File: config.mk
export PLATFORM = sky130hd
export DESIGN_NAME = igmp_query_responder
export DESIGN_NICKNAME = d
export VERILOG_FILES = /design/src/hw/rtl/iqr_pkg.sv /design/src/hw/rtl/iqr_match_sum.sv /design/src/hw/rtl/iqr_csum_fold.sv /design/src/hw/rtl/iqr_reply_ser.sv /design/src/hw/rtl/igmp_query_responder.sv
export SDC_FILE = /design/constraint.sdc
export NUM_CORES = 1
export LEC_CHECK = 0
export BUFFER_PORTS_ARGS = -buffer_cell sky130_fd_sc_hd__buf_2
export CELL_PAD_IN_SITES_DETAIL_PLACEMENT = 0
export CELL_PAD_IN_SITES_GLOBAL_PLACEMENT = 2
export CORE_UTILIZATION = 38
export CTS_CLUSTER_DIAMETER = 30
export CTS_CLUSTER_SIZE = 40
export DETAILED_ROUTE_END_ITERATION = 10
export PLACE_DENSITY = 0.78
export SKIP_CTS_REPAIR_TIMING = 1
export SKIP_LAST_GASP = 1
export SLEW_MARGIN = 20
export SYNTH_ARGS = -nofsm -noshare
export SYNTH_HDL_FRONTEND = slang
export SYNTH_SLANG_ARGS = --single-unit
File: constraint.sdc
create_clock -name clock -period 4.3 [get_ports clock]
set_input_delay 1.29 -clock clock [delete_from_list [all_inputs] [get_ports clock]]
set_output_delay 1.29 -clock clock [all_outputs]
set_load 0.01 [all_outputs]
File: src/hw/rtl/iqr_pkg.sv
package iqr_pkg;

   localparam int REPLY_WORDS = 7;
   localparam int OFFSET_W    = $clog2(REPLY_WORDS);
   localparam int CSR_INDEX_W = 8;
   localparam int RAW_SUM_W   = 19;
   localparam int FOLD_SUM_W  = 17;

   localparam logic [CSR_INDEX_W-1:0] CSR_BOARD_IP    = 8'd0;
   localparam logic [CSR_INDEX_W-1:0] CSR_MCAST_GROUP = 8'd1;

   localparam logic [7:0]  PROTO_IGMP          = 8'h02;
   localparam logic [7:0]  IGMP_TYPE_QUERY     = 8'h11;
   localparam logic [7:0]  IGMP_TYPE_REPORT_V1 = 8'h12;
   localparam logic [7:0]  IGMP_TYPE_REPORT_V2 = 8'h16;
   localparam logic [7:0]  IP_VER_IHL          = 8'h45;
   localparam logic [15:0] REPLY_BYTES         = 16'd28;
   localparam logic [15:0] IP_FLAGS_DF         = 16'h4000;
   localparam logic [7:0]  IP_TTL              = 8'h01;

   localparam logic [OFFSET_W-1:0] LAST_OFFSET = OFFSET_W'(REPLY_WORDS - 1);

   // Header halves that never change: version/IHL+length, flags, TTL+protocol.
   localparam logic [RAW_SUM_W-1:0] IP_FIXED_SUM =
      RAW_SUM_W'({IP_VER_IHL, 8'h00}) + RAW_SUM_W'(REPLY_BYTES)
      + RAW_SUM_W'(IP_FLAGS_DF) + RAW_SUM_W'({IP_TTL, PROTO_IGMP});

   localparam logic [31:0] REPLY_WORD0 = {IP_VER_IHL, 8'h00, REPLY_BYTES};

   typedef struct packed {
      logic                 report_v2;
      logic [RAW_SUM_W-1:0] ip_sum;
      logic [RAW_SUM_W-1:0] igmp_sum;
   } raw_sum_type;

   typedef struct packed {
      logic                  report_v2;
      logic [FOLD_SUM_W-1:0] ip_sum;
      logic [FOLD_SUM_W-1:0] igmp_sum;
   } fold_sum_type;

   typedef struct packed {
      logic        report_v2;
      logic [15:0] ip_csum;
      logic [15:0] igmp_csum;
   } reply_type;

endpackage

File: src/hw/rtl/iqr_match_sum.sv
module iqr_match_sum
   import iqr_pkg::*;
(
   input  logic        clock,
   input  logic        reset,
   input  logic        in_valid,
   output logic        in_ready,
   input  logic [7:0]  ip_protocol,
   input  logic [31:0] igmp_first_word,
   input  logic [31:0] igmp_second_word,
   input  logic [31:0] board_ip_address,
   input  logic [31:0] multicast_group,
   output logic        out_valid,
   input  logic        out_ready,
   output raw_sum_type out_data
);

   logic        valid_ff, valid_in;
   raw_sum_type data_ff, data_in;
   logic        match;
   logic [7:0]  rpt_type;

   // Filter: IGMP query for all groups or for our group.
   assign match = (ip_protocol == PROTO_IGMP)
                  && (igmp_first_word[31:24] == IGMP_TYPE_QUERY)
                  && ((igmp_second_word == 32'd0) || (igmp_second_word == multicast_group));

   assign rpt_type = (igmp_first_word[23:16] == 8'd0) ? IGMP_TYPE_REPORT_V1
                                                      : IGMP_TYPE_REPORT_V2;

   assign in_ready = !valid_ff || out_ready;

   always_comb begin
      valid_in = valid_ff;
      data_in  = data_ff;
      if (in_ready) begin
         valid_in          = in_valid && match;
         data_in.report_v2 = (igmp_first_word[23:16] != 8'd0);
         data_in.igmp_sum  = RAW_SUM_W'({rpt_type, 8'h00})
                             + RAW_SUM_W'(multicast_group[31:16])
                             + RAW_SUM_W'(multicast_group[15:0]);
         data_in.ip_sum    = IP_FIXED_SUM
                             + RAW_SUM_W'(board_ip_address[31:16])
                             + RAW_SUM_W'(board_ip_address[15:0])
                             + RAW_SUM_W'(multicast_group[31:16])
                             + RAW_SUM_W'(multicast_group[15:0]);
      end
   end

   always_ff @(posedge clock) begin
      if (reset) begin
         valid_ff <= 1'b0;
      end else begin
         valid_ff <= valid_in;
      end
      data_ff <= data_in;
   end

   assign out_valid = valid_ff;
   assign out_data  = data_ff;

endmodule

File: src/hw/rtl/iqr_csum_fold.sv
module iqr_csum_fold
   import iqr_pkg::*;
(
   input  logic        clock,
   input  logic        reset,
   input  logic        in_valid,
   output logic        in_ready,
   input  raw_sum_type in_data,
   output logic        out_valid,
   input  logic        out_ready,
   output reply_type   out_data
);

   logic         fold_valid_ff, fold_valid_in;
   fold_sum_type fold_ff, fold_in;
   logic         fold_ready;
   logic         cmp_valid_ff, cmp_valid_in;
   reply_type    cmp_ff, cmp_in;
   logic [15:0]  ip_final, igmp_final;

   // First fold: carries above bit 15 go back in once.
   assign fold_ready = !cmp_valid_ff || out_ready;
   assign in_ready   = !fold_valid_ff || fold_ready;

   always_comb begin
      fold_valid_in = fold_valid_ff;
      fold_in       = fold_ff;
      if (in_ready) begin
         fold_valid_in     = in_valid;
         fold_in.report_v2 = in_data.report_v2;
         fold_in.ip_sum    = FOLD_SUM_W'(in_data.ip_sum[15:0])
                             + FOLD_SUM_W'(in_data.ip_sum[RAW_SUM_W-1:16]);
         fold_in.igmp_sum  = FOLD_SUM_W'(in_data.igmp_sum[15:0])
                             + FOLD_SUM_W'(in_data.igmp_sum[RAW_SUM_W-1:16]);
      end
   end

   // Second fold cannot carry again; complement to get the checksum.
   assign ip_final   = fold_ff.ip_sum[15:0] + 16'(fold_ff.ip_sum[16]);
   assign igmp_final = fold_ff.igmp_sum[15:0] + 16'(fold_ff.igmp_sum[16]);

   always_comb begin
      cmp_valid_in = cmp_valid_ff;
      cmp_in       = cmp_ff;
      if (fold_ready) begin
         cmp_valid_in     = fold_valid_ff;
         cmp_in.report_v2 = fold_ff.report_v2;
         cmp_in.ip_csum   = ~ip_final;
         cmp_in.igmp_csum = ~igmp_final;
      end
   end

   always_ff @(posedge clock) begin
      if (reset) begin
         fold_valid_ff <= 1'b0;
         cmp_valid_ff  <= 1'b0;
      end else begin
         fold_valid_ff <= fold_valid_in;
         cmp_valid_ff  <= cmp_valid_in;
      end
      fold_ff <= fold_in;
      cmp_ff  <= cmp_in;
   end

   assign out_valid = cmp_valid_ff;
   assign out_data  = cmp_ff;

endmodule

File: src/hw/rtl/iqr_reply_ser.sv
module iqr_reply_ser
   import iqr_pkg::*;
(
   input  logic                clock,
   input  logic                reset,
   input  logic                in_valid,
   output logic                in_ready,
   input  reply_type           in_data,
   input  logic [31:0]         board_ip_address,
   input  logic [31:0]         multicast_group,
   output logic                rsp_valid,
   input  logic                rsp_ready,
   output logic [OFFSET_W-1:0] rsp_word_offset,
   output logic [31:0]         rsp_reply_word,
   output logic                rsp_last_word
);

   logic                busy_ff, busy_in;
   logic [OFFSET_W-1:0] cnt_ff, cnt_in;
   reply_type           reply_ff, reply_in;
   logic                last;
   logic [7:0]          rpt_type;

   assign last     = (cnt_ff == LAST_OFFSET);
   assign in_ready = !busy_ff || (rsp_ready && last);

   always_comb begin
      busy_in  = busy_ff;
      cnt_in   = cnt_ff;
      reply_in = reply_ff;
      if (busy_ff && rsp_ready && !last) begin
         cnt_in = cnt_ff + OFFSET_W'(1);
      end else if (in_ready) begin
         busy_in  = in_valid;
         cnt_in   = '0;
         reply_in = in_data;
      end
   end

   always_ff @(posedge clock) begin
      if (reset) begin
         busy_ff <= 1'b0;
         cnt_ff  <= '0;
      end else begin
         busy_ff <= busy_in;
         cnt_ff  <= cnt_in;
      end
      reply_ff <= reply_in;
   end

   assign rpt_type = reply_ff.report_v2 ? IGMP_TYPE_REPORT_V2 : IGMP_TYPE_REPORT_V1;

   always_comb begin
      case (cnt_ff)
         3'd0:    rsp_reply_word = REPLY_WORD0;
         3'd1:    rsp_reply_word = {16'h0000, IP_FLAGS_DF};
         3'd2:    rsp_reply_word = {IP_TTL, PROTO_IGMP, reply_ff.ip_csum};
         3'd3:    rsp_reply_word = board_ip_address;
         3'd4:    rsp_reply_word = multicast_group;
         3'd5:    rsp_reply_word = {rpt_type, 8'h00, reply_ff.igmp_csum};
         3'd6:    rsp_reply_word = multicast_group;
         default: rsp_reply_word = 32'd0;
      endcase
   end

   assign rsp_valid       = busy_ff;
   assign rsp_word_offset = cnt_ff;
   assign rsp_last_word   = last;

endmodule

File: src/hw/rtl/igmp_query_responder.sv
// Channel   Direction  Handshake              Payload
// req_      in         req_valid/req_ready    ip_protocol, igmp_first_word, igmp_second_word
// rsp_      out        rsp_valid/rsp_ready    word_offset, reply_word, last_word
// csr_      in         csr_valid/csr_ready    index, data
//
// A matching query becomes seven reply words, one per cycle while rsp_ready is
// high; the serializer takes the next reply as the last word is accepted. A
// request passes the match/sum, fold, complement and serializer registers before
// its first reply word. Other requests are accepted and dropped by the first stage.
// Reset is synchronous and clears all valid bits, the word counter and both CSRs.
// A stall on rsp_ready backs up every stage; nothing is lost or repeated.
module igmp_query_responder
   import iqr_pkg::*;
(
   input  logic                   clock,
   input  logic                   reset,
   input  logic                   req_valid,
   output logic                   req_ready,
   input  logic [7:0]             req_ip_protocol,
   input  logic [31:0]            req_igmp_first_word,
   input  logic [31:0]            req_igmp_second_word,
   output logic                   rsp_valid,
   input  logic                   rsp_ready,
   output logic [OFFSET_W-1:0]    rsp_word_offset,
   output logic [31:0]            rsp_reply_word,
   output logic                   rsp_last_word,
   input  logic                   csr_valid,
   output logic                   csr_ready,
   input  logic [CSR_INDEX_W-1:0] csr_index,
   input  logic [31:0]            csr_data
);

   logic [31:0] board_ip_ff, board_ip_in;
   logic [31:0] mcast_group_ff, mcast_group_in;

   logic        sum_valid, sum_ready;
   raw_sum_type sum_data;
   logic        fold_valid, fold_ready;
   reply_type   fold_data;

   // CSR writes always complete; unknown indexes are dropped.
   assign csr_ready = 1'b1;

   always_comb begin
      board_ip_in    = board_ip_ff;
      mcast_group_in = mcast_group_ff;
      if (csr_valid) begin
         case (csr_index)
            CSR_BOARD_IP:    board_ip_in    = csr_data;
            CSR_MCAST_GROUP: mcast_group_in = csr_data;
            default:         ;
         endcase
      end
   end

   always_ff @(posedge clock) begin
      if (reset) begin
         board_ip_ff    <= 32'd0;
         mcast_group_ff <= 32'd0;
      end else begin
         board_ip_ff    <= board_ip_in;
         mcast_group_ff <= mcast_group_in;
      end
   end

   // Stage 1: filter the query and form the raw ones'-complement sums.
   iqr_match_sum u_match_sum (
      .clock            (clock),
      .reset            (reset),
      .in_valid         (req_valid),
      .in_ready         (req_ready),
      .ip_protocol      (req_ip_protocol),
      .igmp_first_word  (req_igmp_first_word),
      .igmp_second_word (req_igmp_second_word),
      .board_ip_address (board_ip_ff),
      .multicast_group  (mcast_group_ff),
      .out_valid        (sum_valid),
      .out_ready        (sum_ready),
      .out_data         (sum_data)
   );

   // Stages 2 and 3: fold carries and complement into both checksums.
   iqr_csum_fold u_csum_fold (
      .clock     (clock),
      .reset     (reset),
      .in_valid  (sum_valid),
      .in_ready  (sum_ready),
      .in_data   (sum_data),
      .out_valid (fold_valid),
      .out_ready (fold_ready),
      .out_data  (fold_data)
   );

   // Stage 4: hold one reply and advance through its seven words.
   iqr_reply_ser u_reply_ser (
      .clock            (clock),
      .reset            (reset),
      .in_valid         (fold_valid),
      .in_ready         (fold_ready),
      .in_data          (fold_data),
      .board_ip_address (board_ip_ff),
      .multicast_group  (mcast_group_ff),
      .rsp_valid        (rsp_valid),
      .rsp_ready        (rsp_ready),
      .rsp_word_offset  (rsp_word_offset),
      .rsp_reply_word   (rsp_reply_word),
      .rsp_last_word    (rsp_last_word)
   );

endmodule

==> metrics.md <==
| Metric | Value |
|---|---|
| EDFF count, synth | 139 |
| Number of warnings printed during yosys synthesis | 0 |
| Maximum single-stage delay on the critical path | 500 ps |
| N_diodes | 0 |
| VDD IR max | 0.0002712 V |
| Area Overhead vs Synth | 26.24% |
| Top-area cell type share of the netlist area | 35.58% |
| Critical path class | flop to flop |
| Total GRT Usage | 23.85% |
| Gate family responsible for the most delay along the worst path | adder cells |
| Slew at the pin closest to its max-slew limit | 1015 ps |
| Final Cell Area | 14810 µm² |
| Most used cell, CP | sky130_fd_sc_hd__inv_1 |
| # IOs | 156 |
| Post-route minimum period | 4072 ps |
| Pin count of the biggest net entering global routing | 41 |
| WP buf/inv | 3 |
| Crit path cell chain | inv_1 -> ha_1 -> a21oi_2 -> and3_1 -> or3_1 -> nand3_1 -> xnor2_1 -> fa_1 -> inv_1 -> fa_1 -> inv_1 -> ha_1 -> a21o_1 -> a21oi_1 -> nor3b_1 -> nor3_1 -> nand3_1 |
| GRT overflow | 0 |
| Clock buffer count from CTS | 52 |
| Result of the run | finished, final reports clean |
| Full die area | 31580 µm² |
| Data arrival at the endpoint of the critical path | 4340 ps |
| Part of the cycle the worst path needs | 94.71% |
| Total via count after detailed routing | 9143 |
| Post-synthesis cell area | 11730 µm² |
| Power density normalized to cell area | 417.5 nW/µm² |
| Num rows | 63 |
| Leakage | 5.993 nW |
| H-Tree Depth | 2 |
| Post-route ant nets | 0 |
| Wirelength per Cell | 20.64 µm |
| Clock transition at path regs | 60 ps |
| Die width | 177.7 µm |
| Number of sinks driven by the clock tree | 210 |
| Deepest clock path buffer count | 3 |
| Clock insertion delay at the later pin of the skew report | 550 ps |
| Path type of the worst min-delay path | flop to flop |
| Sequential-to-total area share from yosys stat | 47.70% |
| Final setup TNS | 0 ps |
| Startpoint type of the worst setup path | flop |
| Post-Route Skew | 25.60 ps |
| Iteration count of the initial detailed-routing pass | 6 |
| Slowest-stage cell, CP | sky130_fd_sc_hd__fa_1 |
| Async SR Flop Fraction | 0% |
| Layout cell share with drive strength beyond 1 | 20.62% |
| Max-slew violations | 0 |
| Number of antenna violations at the first check in global routing | 0 |
| Post-synthesis cell type with the largest combined area | sky130_fd_sc_hd__edfxtp_1 |
| Number of distinct library cell variants in the gate-level netlist after synthesis | 59 |
| Net count of the finished layout | 1536 |
| Area of the core region | 30030 µm² |
| RSZ-0062 raised after global routing | no |
| Worst slew margin | 32.35% |
| Initial cell density of the core | 39.06% |
| Last weighted congestion value of the routability-driven placer | 0.8258 |
| Detailed placement HPWL | 27300 µm |
| Post-detailed-placement cell area | 13010 µm² |
| Peak fanout along the critical path | 5 |
| Number of cells produced by synthesis | 1144 |
| Maximum clock frequency | 0.2456 GHz |
| Vias in the first global route | 9160 |
| DRT iter0 DRCs | 666 |
| CTS tree | yes |
| Data required time at the worst endpoint | 4570 ps |
| Hold violation total from the final report | 0 |
| Top cells by area, synth | sky130_fd_sc_hd__edfxtp_1, sky130_fd_sc_hd__dfxtp_1, sky130_fd_sc_hd__xnor2_1 |
| Port Buffers | 138 |
| Finish-stage setup viols | 0 |
| CTS Root Buffer Type | sky130_fd_sc_hd__clkbuf_16 |
| DRC | 0 |
| Post-detailed-routing wire length | 36470 µm |
| First-pass GRT wire length | 54340 µm |
| Count of maximum capacitance violations | 0 |
| Most common flop cell mapped by yosys | sky130_fd_sc_hd__edfxtp_1 |
| Mean post-synth cell area | 10.25 µm² |
| Chip Height | 177.7 µm |
| Routed via count divided by cell count | 5.174 |
| Synthesized net count | 1347 |
| Critical Path Sink Type | flop |
| Yosys reg bits | 210 |
flip-flops by register name, indices dropped and copies added, names as in the netlist:
register	flops
board_ip_ff	32
mcast_group_ff	32
u_csum_fold.fold_ff	35
u_csum_fold.fold_valid_ff	1
u_csum_fold.out_data	33
u_csum_fold.out_valid	1
u_match_sum.out_data	38
u_match_sum.out_valid	1
u_reply_ser.reply_ff	33
u_reply_ser.rsp_valid	1
u_reply_ser.rsp_word_offset	3
routing by layer:
| metal | vias to the layer above | GRT usage (%) | wire length, µm |
|---|---|---|---|
| li1 | 4371 | - | - |
| met3 | 63 | 3.620 | 1953 |
| met1 | 4425 | 31.31 | 16070 |
| met2 | 284 | 40.40 | 17660 |
| met4 | 0 | 7.229 | 777 |
| met5 | - | 0 | 0 |
per-stage QoR:
stage	power [W]	std cells	util (%)	worst slack, ps	hold slack (ps)
final	0.006182	1767	49.31	227.7	409.4
after global routing	0.006362	1767	49.31	1.029	411.7
after CTS	0.006231	1767	49.27	138.0	412.0
after detailed placement	0.002297	1669	43.31	159.3	405.4
after global placement	0.002295	1669	43.31	156.1	400.4
after floorplan	0.002224	1144	-	445.4	400.3
layout make-up:
cell class,count,area [µm²]
fillers,2843,15220
multi-input cells,795,5607
flip-flops and latches,210,5597
clock buffers,60,1405
repair buffers,171,938.4
well taps,390,488.0
clock inverters,38,386.6
inverters,103,386.6
cell usage in the layout, fill, tap and decap left out, types with 13 or more instances in the layout:
cell type                   Yosys  routed
sky130_fd_sc_hd__a21oi_1       92      90
sky130_fd_sc_hd__a222oi_1      13      13
sky130_fd_sc_hd__and3_1        21      21
sky130_fd_sc_hd__buf_2          8     138
sky130_fd_sc_hd__buf_4          4      33
sky130_fd_sc_hd__clkbuf_16      0      55
sky130_fd_sc_hd__dfxtp_1       71      70
sky130_fd_sc_hd__edfxtp_1     139     139
sky130_fd_sc_hd__fa_1          36      36
sky130_fd_sc_hd__ha_1          50      50
sky130_fd_sc_hd__inv_1        100     100
sky130_fd_sc_hd__nand2_1      207     207
sky130_fd_sc_hd__nand3_1       30      29
sky130_fd_sc_hd__nand4_1       18      18
sky130_fd_sc_hd__nor2_1        44      42
sky130_fd_sc_hd__nor4_1        15      15
sky130_fd_sc_hd__xnor2_1       95      95
sky130_fd_sc_hd__xor2_1        38      38
synthesized netlist by cell type (4+ instances only):
library cell	n
sky130_fd_sc_hd__nand2_1	207
sky130_fd_sc_hd__edfxtp_1	139
sky130_fd_sc_hd__inv_1	100
sky130_fd_sc_hd__xnor2_1	95
sky130_fd_sc_hd__a21oi_1	92
sky130_fd_sc_hd__dfxtp_1	71
sky130_fd_sc_hd__ha_1	50
sky130_fd_sc_hd__nor2_1	44
sky130_fd_sc_hd__xor2_1	38
sky130_fd_sc_hd__fa_1	36
sky130_fd_sc_hd__nand3_1	30
sky130_fd_sc_hd__clkbuf_1	24
sky130_fd_sc_hd__and3_1	21
sky130_fd_sc_hd__nand4_1	18
sky130_fd_sc_hd__nor4_1	15
sky130_fd_sc_hd__a222oi_1	13
sky130_fd_sc_hd__o21a_1	12
sky130_fd_sc_hd__a22o_1	11
sky130_fd_sc_hd__nor2b_1	11
sky130_fd_sc_hd__nand2b_1	10
sky130_fd_sc_hd__o21ai_0	10
sky130_fd_sc_hd__o21ai_1	9
sky130_fd_sc_hd__buf_2	8
sky130_fd_sc_hd__a21o_1	7
sky130_fd_sc_hd__o22ai_1	7
sky130_fd_sc_hd__a221o_1	4
sky130_fd_sc_hd__and2_1	4
sky130_fd_sc_hd__buf_4	4
sky130_fd_sc_hd__o211ai_1	4
path summary, 6_finish.rpt:
kind | end | cells after the start | from | slack [ps]
min | u_reply_ser.reply_ff[27] | 0 | u_csum_fold.out_data[27] | 410
max reg2reg | u_match_sum.out_data[36] | 17 | board_ip_ff[18] | 230
min reg2reg | u_reply_ser.reply_ff[27] | 0 | u_csum_fold.out_data[27] | 410
max | u_match_sum.out_data[36] | 17 | board_ip_ff[18] | 230
power by group:
part           internal [W]  switching, W  total (W)  leakage [nW]
Sequential          0.00214    0.00000614    0.00215          1.99
Clock               0.00266       0.00127    0.00392         0.867
Combinational     0.0000544     0.0000566   0.000111          3.13
Total               0.00485       0.00133    0.00618          5.99
kinds of logic (layout without fill, tap and decap cells):
group / Yosys count / after routing / share of synthesized area (%)
compound gates: 195 / 195 / 11.32
xor+xnor: 133 / 133 / 9.931
fa+ha+maj: 86 / 86 / 11.48
buf+inv: 139 / 372 / 4.661
flops: 210 / 210 / 47.70
mux: 1 / 1 / 0.08534
other cells: 1 / 1 / 0.03197
simple gates: 379 / 379 / 14.79
(Power assumes the default switching activity.)
